===== src/sv/qpht_pkg.sv =====
// ---------------------------------------------------------------------------
// qpht_pkg
// Types, command codes, slot states and status codes for the hash table.
// ---------------------------------------------------------------------------
package qpht_pkg;

    localparam int KEY_LO_W = 48;
    localparam int KEY_HI_W = 40;
    localparam int BAL_W    = 32;
    localparam int CNT_W    = 18;
    localparam int NCHAR    = 21;
    localparam int NNIB     = 17;   // digit characters, 4 bits each

    typedef enum logic [2:0] {
        CMD_CREATE = 3'd0,
        CMD_GET    = 3'd1,
        CMD_ADD    = 3'd2,
        CMD_EXISTS = 3'd3,
        CMD_DELETE = 3'd4
    } cmd_t;

    typedef enum logic [1:0] {
        SLOT_EMPTY = 2'd0,
        SLOT_USED  = 2'd1,
        SLOT_TOMB  = 2'd2
    } slot_st_t;

    typedef enum logic [1:0] {
        STAT_OK   = 2'd0,
        STAT_MISS = 2'd1,
        STAT_FULL = 2'd2
    } status_t;

endpackage


===== src/sv/qpht_hash.sv =====
// ---------------------------------------------------------------------------
// qpht_hash
// Home slot: sum of char * 31^i mod size, Horner form, one char at a time.
// ---------------------------------------------------------------------------
module qpht_hash
    import qpht_pkg::*;
#(
    parameter int TABLE_SIZE = 65521,
    parameter int IDX_W      = 16
)
(
    input  logic             clk,
    input  logic             rst_n,
    input  logic             start,
    input  logic [19:0]      key_letters,
    input  logic [27:0]      key_digits_mid,
    input  logic [39:0]      key_digits_tail,
    output logic             done,
    output logic [IDX_W-1:0] home
);

    localparam int            CW = IDX_W + 6;
    localparam logic [CW-1:0] SZ = CW'(TABLE_SIZE);

    logic             busy_reg, busy_next;
    logic             done_reg, done_next;
    logic [4:0]       pos_reg, pos_next;
    logic [2:0]       ph_reg, ph_next;
    logic [CW-1:0]    acc_reg, acc_next;
    logic [87:0]      key_reg, key_next;
    logic [4:0]       ch;
    logic [CW-1:0]    sub;

    // chars taken from the bottom: 17 digits (4b), then 4 letters (5b)
    // acc = acc * 31 + ch, then reduce by 16, 8, 4, 2, 1 x size
    always_comb
    begin
        if (pos_reg < 5'(NNIB))
            ch = {1'b0, key_reg[3:0]};
        else
            ch = key_reg[4:0];
        sub = SZ << (3'd5 - ph_reg);
    end

    always_comb
    begin
        busy_next = busy_reg;
        done_next = 1'b0;
        pos_next  = pos_reg;
        ph_next   = ph_reg;
        acc_next  = acc_reg;
        key_next  = key_reg;
        if (start)
        begin
            busy_next = 1'b1;
            pos_next  = '0;
            ph_next   = '0;
            acc_next  = '0;
            key_next  = {key_letters, key_digits_mid, key_digits_tail};
        end
        else if (busy_reg)
        begin
            if (ph_reg == 3'd0)
            begin
                acc_next = (acc_reg << 5) - acc_reg + CW'(ch);
                ph_next  = 3'd1;
            end
            else
            begin
                if (acc_reg >= sub)
                    acc_next = acc_reg - sub;
                ph_next = ph_reg + 3'd1;
                if (ph_reg == 3'd5)
                begin
                    ph_next  = '0;
                    pos_next = pos_reg + 5'd1;
                    key_next = (pos_reg < 5'(NNIB)) ? {4'd0, key_reg[87:4]}
                                                    : {5'd0, key_reg[87:5]};
                    if (pos_reg == 5'(NCHAR - 1))
                    begin
                        busy_next = 1'b0;
                        done_next = 1'b1;
                    end
                end
            end
        end
    end

    assign done = done_reg;
    assign home = IDX_W'(acc_reg);

    always_ff @(posedge clk or negedge rst_n)
    begin
        if (!rst_n)
        begin
            busy_reg <= 1'b0;
            done_reg <= 1'b0;
        end
        else
        begin
            busy_reg <= busy_next;
            done_reg <= done_next;
        end
    end

    always_ff @(posedge clk)
    begin
        pos_reg <= pos_next;
        ph_reg  <= ph_next;
        acc_reg <= acc_next;
        key_reg <= key_next;
    end

endmodule


===== config.mk =====
export PLATFORM = sky130hd
export DESIGN_NAME = qpht_hash
export DESIGN_NICKNAME = d
export VERILOG_FILES = /design/src/sv/qpht_pkg.sv /design/src/sv/qpht_hash.sv
export SDC_FILE = /design/constraint.sdc
export NUM_CORES = 1
export LEC_CHECK = 0
export BUFFER_PORTS_ARGS = -buffer_cell sky130_fd_sc_hd__buf_2
export CORE_MARGIN = 2
export CORE_UTILIZATION = 45
export CTS_BUF_LIST = sky130_fd_sc_hd__clkbuf_16
export DETAILED_ROUTE_END_ITERATION = 10
export PLACE_DENSITY = 0.7
export SYNTH_ARGS = -nofsm -noshare
export SYNTH_HDL_FRONTEND = slang
export SYNTH_SLANG_ARGS = --single-unit

===== constraint.sdc =====
create_clock -name clk -period 5.3 [get_ports clk]
set_clock_uncertainty 0.2 [all_clocks]
set_input_delay 1.06 -clock clk [delete_from_list [all_inputs] [get_ports clk]]
set_output_delay 1.06 -clock clk [all_outputs]
set_load 0.03 [all_outputs]

==> Word level (Yosys, flattened, before mapping) <==
Index checks and enable logic that the tools add are counted.
{ "totals": {"out_inout_bits": 17, "regBits": 120, "wordCells": 46} }
{ "classes": {"shift": 1, "add_sub_neg": 6, "reduce_logical": 7, "n_eq_ne": 3, "muxes": 20, "bitwise": 1, "n_lt_le_gt_ge": 2} }
{ "ops": {"columns": ["operator", "count"], "rows": [
  ["two-way mux 88 bit", 4],
  ["two-way mux 84 bit", 1],
  ["two-way mux 22 bit", 2],
  ["subtractor 22 bit", 2],
  ["adder 22 x 5 -> 22 bit", 1],
  ["greater-or-equal comparator 22 bit", 1],
  ["<< shifter 16 x 3 -> 22 bit (first input constant)", 1],
  ["two-way mux 1 bit", 10],
  ["two-way mux 3 bit", 2],
  ["AND reduction 3 bit", 2],
  ["nonzero test 2 bit", 3],
  ["adder 5 x 1 -> 5 bit (second input constant)", 1],
  ["== test 5 bit (second input constant)", 1],
  ["less-than comparator 5 bit (second input constant)", 1],
  ["two-way mux 5 bit", 1],
  ["adder 3 x 1 -> 3 bit (second input constant)", 1],
  ["== test 3 bit (second input constant)", 1],
  ["logical NOT 3 bit", 1],
  ["subtractor 3 bit (first input constant)", 1],
  ["!= test 2 bit (second input constant)", 1],
  ["AND reduction 2 bit", 1],
  ["inverter 1 bit", 1]
]} }

==> Logic depth before layout (Yosys ltp) <==
Gate-level depths: netlist of the first run.
{ "depth": {"depth_word": 6, "ltp_mapped": 15} }

==> Least setup slack after synthesis of the first run <==
OpenSTA, ideal clock, no wires.
{ "synth_timing": {"path_kind": "input -> register", "startpoint": "input start", "endpoint": "register key_reg[0] (enable)", "t_required_ns": 4.248, "t_arrival_ns": 3.066, "slack_ns": 1.183, "stages": 4, "path_buffers": 2, "setup_ns": 0.852, "cell_sequence": "clkbuf_1 > inv_1 > clkbuf_1 > nand2_1"} }
{ "synth_via": {"elab_chain_cells": 2, "elab_cells_between_ends": 4} }
{ "synth_lines": {"columns": ["item", "line_no", "source"], "rows": [
  ["from (decl)", "qpht_hash.sv:14", "input logic start,"],
  ["!= test 2 bit (no source line) or nonzero test 2 bit (tied branches)", null, null],
  ["AND reduction 3 bit (no source line) (*)", null, null],
  ["to (signal assigned)", "qpht_hash.sv:111", "key_reg <= key_next;"],
  ["to (decl)", "qpht_hash.sv:30", "logic [87:0] key_reg, key_next;"]
]} }
Mark *: on every way between the ends. The rest lies on a longest branch, timed or not.
A chain may end at the register's enable or synchronous reset.

==> Final worst setup path of the first run <==
{ "layout_timing": {"startpoint": "register ph_reg[1]", "endpoint": "register acc_reg[14]"} }
{ "layout_via": {"elab_chain_cells": 5, "elab_cells_between_ends": 9} }
{ "layout_lines": {"columns": ["item", "line_no", "source"], "rows": [
  ["from (decl)", "qpht_hash.sv:28", "logic [2:0] ph_reg, ph_next;"],
  ["from (signal assigned)", "qpht_hash.sv:109", "ph_reg <= ph_next;"],
  ["subtractor 3 bit", "qpht_hash.sv:42", "sub = SZ << (3'd5 - ph_reg);"],
  ["<< shifter 16 x 3 -> 22 bit", "qpht_hash.sv:42", null],
  ["subtractor 22 bit or greater-or-equal comparator 22 bit (tied branches)", "qpht_hash.sv:71, qpht_hash.sv:70", null],
  ["two-way mux 22 bit or nonzero test 2 bit (tied branches)", null, null],
  ["two-way mux 22 bit or AND reduction 2 bit (tied branches)", null, null],
  ["to (signal assigned)", "qpht_hash.sv:110", "acc_reg <= acc_next;"],
  ["to (decl)", "qpht_hash.sv:29", "logic [CW-1:0] acc_reg, acc_next;"]
]} }
Several ways; a longest one is shown, not always the timed one. The select of a mux whose other input is x is not followed.

==> results of run 1 <==
per-stage QoR:
step / setup slack [ps] / area [µm²]
after floorplan: 1180 / 8270
after global placement: 1150 / 8890
after detailed placement: 1030 / 8890
after CTS: 1020 / 9500
after global routing: 605 / 9500
final: 1010 / 9500
cell usage after synthesis (all sizes together) (13+ instances only):
library cell | instances | area [µm²]
nor2 | 35 | 131
xor2 | 14 | 123
clkbuf | 31 | 116
buf | 32 | 204
nand2 | 129 | 484
nand3 | 18 | 90.1
nor3 | 20 | 105
o21a | 13 | 97.6
o21ai | 114 | 571
edfxtp | 88 | 2640
ha | 48 | 601
dfxtp | 30 | 601
a21oi | 40 | 204
mux2i | 91 | 911
inv | 49 | 184
placed cells by master, fill, tap and decap left out, types with 18 or more instances in the layout:
master and n:
sky130_fd_sc_hd__nand2_1 128, sky130_fd_sc_hd__buf_2 106, sky130_fd_sc_hd__o21ai_0 105, sky130_fd_sc_hd__mux2i_1 91
sky130_fd_sc_hd__edfxtp_1 88, sky130_fd_sc_hd__inv_1 50, sky130_fd_sc_hd__ha_1 48, sky130_fd_sc_hd__a21oi_1 39
sky130_fd_sc_hd__nor2_1 35, sky130_fd_sc_hd__dfxtp_1 30, sky130_fd_sc_hd__nor3_1 19, sky130_fd_sc_hd__nand3_1 18
cell families after synthesis:
kind of cell	Yosys count
compound gates	236
xor+xnor	24
fa+ha+maj	50
buf+inv	112
flops	120
mux	91
simple gates	268
critical path, stage by stage, from the launching register on:
cell and delay (ps):
sky130_fd_sc_hd__dfxtp_1 450, sky130_fd_sc_hd__inv_1 160, sky130_fd_sc_hd__ha_1 430, sky130_fd_sc_hd__inv_1 140, sky130_fd_sc_hd__nand2_1 110, sky130_fd_sc_hd__inv_1 60
sky130_fd_sc_hd__fa_1 400, sky130_fd_sc_hd__nand2b_1 210, sky130_fd_sc_hd__a21oi_2 210, sky130_fd_sc_hd__o211ai_1 180, sky130_fd_sc_hd__and2_1 260, sky130_fd_sc_hd__a221oi_4 800
sky130_fd_sc_hd__buf_12 250, sky130_fd_sc_hd__mux2i_1 200, sky130_fd_sc_hd__o211ai_1 100
how the worst max path moves through the flow:
stage / start / end / depth (start not counted)
floorplan: start / key_reg[0]$_DFFE_PP_ / 4
global placement: ph_reg[1]$_SDFFE_PP0P_ / acc_reg[14]$_SDFFE_PP0P_ / 14
detailed placement: ph_reg[1]$_SDFFE_PP0P_ / acc_reg[14]$_SDFFE_PP0P_ / 14
CTS: ph_reg[1]$_SDFFE_PP0P_ / acc_reg[14]$_SDFFE_PP0P_ / 14
global route: ph_reg[1]$_SDFFE_PP0P_ / acc_reg[14]$_SDFFE_PP0P_ / 14
finish: ph_reg[1]$_SDFFE_PP0P_ / acc_reg[14]$_SDFFE_PP0P_ / 14
power groups by stage:
stage               Sequential, W  Combinational, W  Clock, W
global placement          0.00132           0.00223         0
finish                    0.00130           0.00229   0.00120
CTS                       0.00130           0.00229   0.00122
detailed placement        0.00132           0.00228         0
global route              0.00132           0.00257   0.00126
floorplan                 0.00125           0.00187         0
per-layer routing:
layer / vias up / routed length (µm) / share of wire
met5: - / 0 / 0
met3: 32 / 804 / 0.042
met1: 3155 / 8840 / 0.47
li1: 3389 / - / -
met2: 173 / 8850 / 0.47
met4: 0 / 471 / 0.025
area by class of cell:
class | instances | area, µm² | area share
flip-flops and latches | 120 | 3290 | 0.347
inverters | 49 | 184 | 0.0194
well taps | 229 | 287 | 0.0302
repair buffers | 115 | 623 | 0.0656
multi-input cells | 669 | 4500 | 0.474
clock buffers | 17 | 425 | 0.0448
clock inverters | 15 | 185 | 0.0195
==> results.md, run 1 <==
- Clock tree root buffer cell: sky130_fd_sc_hd__clkbuf_16
- Die outline height: around 140 µm
- Number of failing hold endpoints at the final stage: 0
- Remaining Overflow, GRT: 0
- Via count: roughly 6700
- Final number of setup-violating endpoints: 0
- Worst reg2reg path depth: 14
- Number of hold buffers added after cts: 0
- Diodes inserted: 0
- Initial antenna violation count: 0
- IR Drop Worst-Case VDD: about 0.00023 V
- Global Route met2 Usage: 0.310
- XOR/XNOR Fraction of Synth Area: 0.0254
- Endpoint type of the worst setup path: flop
- Setup TNS: 0 ps
- Outcome: finished clean
- Total power: roughly 0.0048 W
- Area of the mapped netlist: approximately 0.0083 mm²
- Startpoint of the lowest-slack register-to-register path: ph_reg[1]$_SDFFE_PP0P_
- Worst-path fanout max: 23
- CTS tree: done
- Post-synthesis simple-gate area fraction: 0.151
- Syn Area/Cell: 9.18 µm²
- Total Die Area: slightly below 0.02 mm²
- Starting utilization of the core area: 0.459
- Comb pwr share: 0.478
- Classification of the worst setup path: flop to flop
- # Max-Cap Violations: 0
- Number of register bits inferred by synthesis: 120
- Routed Wire Length: approximately 19000 µm
- Main combinational cell family by area after synthesis: compound AO/OA/AOI/OAI gates
- Share of the core filled with cells: 0.527
- Core Area: around 0.018 mm²
- Clk sink count: 120
- Largest register FFs: 88
- Total power divided by cell area: 504 mW/mm²
- Buffers added on ports: 107
- Wire per inst: between 15 and 20 µm
- Weighted congestion at the end of routability-driven global placement: about 0.87
- Synthesis-to-layout area growth: 14.9%
- Main flop type after synthesis: sky130_fd_sc_hd__edfxtp_1
- Final Max Tran Viols: 0
- Via count of the first global-routing pass: about 6400
- Part of the total power dissipated in the clock network: 0.251
- Register-to-Register Setup Slack: 1010 ps
- Path type of the worst min-delay path: input port to async pin
- Share of total power consumed by net switching: 0.401
- Post-synth EDFFs: 88
- Number of warning messages in the yosys log: 0
- Met3 usage: 0.0368
- Finished Layout Cells: around 1200
- Share of final-layout standard cells stronger than drive strength 1: 0.168
- Gr usage total: 0.196
- Wire length of the first global-routing pass: a little over 30000 µm
- Worst hold slack after final layout: between 200 and 250 ps
- Tightest slew margin relative to the limit: 0.373
- Post-detailed-route via-to-cell ratio: about 5.6
- Detailed Route Iter0 Violations: between 400 and 500
- Clock-pin transition on the worst setup and hold timing paths: ~60 ps
- Postcts setup bufs: 0
- Leakage dissipation: 4.44 nW
- Portion of the clock cycle consumed by the worst path in the final layout: 0.810
- Global routing usage on met1: 0.268
- Number of resized instances in the post-cts repair step: 0
- Cell total after placement: 1182
- Mux contribution to synthesized area: 0.110
- Switching power of the nets: slightly below 0.002 W
- Most used routing layer in global routing: met2
- Worst setup SP type: flop
- Arrival time of the worst setup path: approximately 4400 ps
- Estimated wirelength of the detail-placed design: 13600 µm
- I/O pin cnt: ~110
- Sequential share of the synthesized area: 0.398
- Residual DRC: 0
- Slew of the pin with the lowest slew margin: between 900 and 1000 ps
- Proportion of synthesized flip-flops having asynchronous set or reset: 0.0167
- Number of nets in the finished design: around 1100
- Area share of fa/ha/maj cells after synthesis: 0.0775
- Number of H-tree levels: 4
- Internal portion of total power: between 0.002 and 0.003 W
- Pin count of the biggest net entering global routing: 96
- Fraction of the mapped netlist area in compound gates: 0.177
- Maximum root-to-sink buffer count: 2
- Worst path required time: ~5400 ps
- Sequential group share of total power: 0.272
- Shortest period the worst path allows: 4290 ps
- Insertion delay to the later sink of the worst-skew pair: 410 ps
- Number of routed nets with antenna violations: 0
- Fmax: 233 MHz
- Worst flop-to-flop path endpoint: acc_reg[14]$_SDFFE_PP0P_
- Cell count after synthesis: between 900 and 1000
- First drt pass iteration count: 5
- Fillers: roughly 1700
- Horizontal die dimension: roughly 140 µm
- CTS buffer count: 17
- Post-Syn Nets: approximately 1000
- Std cell rows: slightly below 50
- Setup repair after global routing missed its margin: false
- Synth unique cells: 64
(Power assumes the default switching activity.)
==> inputs of run 2 (changes only) <==
- PLACE_DENSITY: 0.7 -> 0.72
- clock period: 5.3 -> 3.84 ns (I/O delays scaled with it)
==> run 2 against run 1 <==
Compared with the run above: die area unchanged; clock power increased by 30%; combinational power increased by 39%; maximum frequency increased by 20%; design area increased by 0.16%; wire length decreased by 0.13%; sequential power increased by 38%.
==> results.md, run 2 (same netlist as run 1, synthesis figures left out) <==
- Outcome: finished clean
- Weighted congestion at the end of routability-driven global placement: 0.884 (+1.7%)
- Pin count of the biggest net entering global routing: 199 (+110%)
- Cell total after placement: 1184 (+0.17%)
- Leakage dissipation: 4.44 nW (-0.11%)
- IR Drop Worst-Case VDD: 0.000416 V (+81%)
- Starting utilization of the core area: 0.459 (unchanged)
- Most common cell after layout, fill and taps aside: sky130_fd_sc_hd__nand2_1
- Dpl ws: 134 ps (-900 ps)
- Commonest cells after routing, fill and taps aside: sky130_fd_sc_hd__nand2_1, sky130_fd_sc_hd__buf_2, sky130_fd_sc_hd__o21ai_0
- CTS tree: done
- Fmax: 279 MHz (+20%)
- Die outline height: 140 µm (unchanged)
- Post-layout worst setup margin: 260 ps (-747 ps)
- Number of routed nets with antenna violations: 0 (unchanged)
- Total Die Area: 0.0195 mm² (unchanged)
- Largest register FFs: 88 (unchanged)
- Horizontal die dimension: 140 µm (unchanged)
- Detailed Route Iter0 Violations: 547 (+11%)
- Global Route met2 Usage: 0.313 (+0.00387)
- Worst-path fanout max: 27 (+17%)
- Core Area: 0.0180 mm² (unchanged)
- Global routing usage on met1: 0.262 (-0.00639)
- Number of failing hold endpoints at the final stage: 0 (unchanged)
- Hold path startpoint: pos_reg[1]$_SDFFE_PP0P_
- Clock-pin transition on the worst setup and hold timing paths: 60 ps (about the same)
- Total power divided by cell area: 688 mW/mm² (+36%)
- Post-detailed-route via-to-cell ratio: 5.56 (about the same)
- Via count: 6772 (+0.34%)
- Final Max Tran Viols: 0 (unchanged)
- Shortest period the worst path allows: 3580 ps (-713 ps)
- Gr usage total: 0.196 (about the same)
- Portion of the clock cycle consumed by the worst path in the final layout: 0.932 (+0.122)
- # Max-Cap Violations: 0 (unchanged)
- Origin of the worst setup path: ph_reg[2]$_SDFFE_PP0P_
- Number of nets in the finished design: 1117 (+0.36%)
- Clk sink count: 120 (unchanged)
- CTS buffer count: 17 (unchanged)
- Startpoint of the lowest-slack register-to-register path: ph_reg[2]$_SDFFE_PP0P_
- Fillers: 1643 (-2.6%)
- Remaining Overflow, GRT: 0 (unchanged)
- Worst setup SP type: flop
- Final number of setup-violating endpoints: 0 (unchanged)
- Path type of the worst min-delay path: flop to flop
- Endpoint type of the worst setup path: flop
- Worst hold slack after final layout: 341 ps (+117 ps)
- Diodes inserted: 0 (unchanged)
- Insertion delay to the later sink of the worst-skew pair: 420 ps (about the same)
- Wire per inst: 15.6 µm (-0.45%)
- Slew of the pin with the lowest slew margin: 817 ps (-124 ps)
- I/O pin cnt: 108 (unchanged)
- Finished Layout Cells: 1218 (+0.33%)
- Via count of the first global-routing pass: 6418 (-0.12%)
- Number of H-tree levels: 4 (unchanged)
- Most used routing layer in global routing: met2
- Estimated wirelength of the detail-placed design: 13400 µm (-2.0%)
- Clock tree root buffer cell: sky130_fd_sc_hd__clkbuf_16
- Worst path required time: 3940 ps (-1450 ps)
- Met3 usage: 0.0413 (+0.00447)
- Routed Wire Length: 18900 µm (-0.13%)
- Initial antenna violation count: 0 (unchanged)
- Wire length of the first global-routing pass: 30900 µm (-0.73%)
- Tightest slew margin relative to the limit: 0.455 (+0.0824)
- Residual DRC: 0 (unchanged)
- Synthesis-to-layout area growth: 15.0%
- Buffers added on ports: 107 (unchanged)
- Share of final-layout standard cells stronger than drive strength 1: 0.175 (+0.00741)
- First drt pass iteration count: 5 (unchanged)
- Std cell rows: 49 (unchanged)
- Arrival time of the worst setup path: 3680 ps (-700 ps)
- Maximum root-to-sink buffer count: 2 (unchanged)
- Classification of the worst setup path: flop to flop
==> run 2: cell types whose count changed in the layout (fill, tap and decap cells not counted), moves of 2 or more <==
| cell | previous run | this run |
|---|---|---|
| sky130_fd_sc_hd__buf_4 | 7 | 9 |
| sky130_fd_sc_hd__clkinvlp_4 | 2 | 4 |
| sky130_fd_sc_hd__bufinv_16 | 4 | 2 |
| sky130_fd_sc_hd__inv_1 | 50 | 48 |
==> run 2: cell type report <==
type | count | area [µm²] | share of cell area
Timing Repair Buffer | 119 | 668 | 0.0702
Clock buffer | 17 | 425 | 0.0447
Multi-Input combinational cell | 669 | 4500 | 0.473
Sequential cell | 120 | 3290 | 0.346
Clock inverter | 15 | 151 | 0.0159
Inverter | 49 | 184 | 0.0193
Tap cell | 229 | 287 | 0.0301
==> run 2: worst max-delay path, cell delays in order, from the launching register on <==
cell and delay, ps:
sky130_fd_sc_hd__dfxtp_1 390, sky130_fd_sc_hd__ha_2 430, sky130_fd_sc_hd__inv_1 120, sky130_fd_sc_hd__nand2_1 110, sky130_fd_sc_hd__inv_1 60, sky130_fd_sc_hd__fa_1 400, sky130_fd_sc_hd__nand2b_1 220, sky130_fd_sc_hd__a21oi_2 240
sky130_fd_sc_hd__o211ai_1 170, sky130_fd_sc_hd__and2_2 270, sky130_fd_sc_hd__a221oi_4 330, sky130_fd_sc_hd__buf_12 220, sky130_fd_sc_hd__mux2i_1 190, sky130_fd_sc_hd__o211ai_1 100
==> run 2: metal layers <==
metal  share of wire  wire [µm]  vias up
li1                -          -     3412
met1            0.45       8490     3147
met2            0.48       9080      182
met3           0.052        988       31
met4           0.020        385        0
met5               0          0        -
==> run 2: final timing paths <==
path,slack (ps),depth (start not counted),endpoint
setup / recovery,260,13,acc_reg[14]$_SDFFE_PP0P_
hold / removal,340,2,pos_reg[1]$_SDFFE_PP0P_
setup reg to reg,260,13,acc_reg[14]$_SDFFE_PP0P_
hold reg to reg,340,2,pos_reg[1]$_SDFFE_PP0P_
max in group asynchronous,2870,2,done$_DFF_PN0_
min in group asynchronous,470,2,busy_reg$_DFF_PN0_
==> run 2: timing repair <==
action,CTS,global route
endpoints found under the hold margin,2,0
resized for setup,0,5
setup endpoints to repair,0,15
hold buffers,1,0
setup buffers,0,1
==> run 2: power by group <==
group | leakage, nW | internal (W) | switching (W)
sequential | 1.15 | 0.00158 | 0.000207
combinational | 3.02 | 0.00133 | 0.00187
clock | 0.275 | 0.000953 | 0.000607
total | 4.44 | 0.00386 | 0.00268
==> run 2: metrics by stage <==
step	total power (W)	area [µm²]	utilization	TNS [ps]
2_1_floorplan	0.00431	8270	-	0
3_3_place_gp	0.00489	8900	0.494	0
3_5_place_dp	0.00494	8900	0.494	0
4_1_cts	0.00652	9490	0.526	0
5_1_grt	0.00703	9510	0.528	-28.8
6_report	0.00654	9510	0.528	0
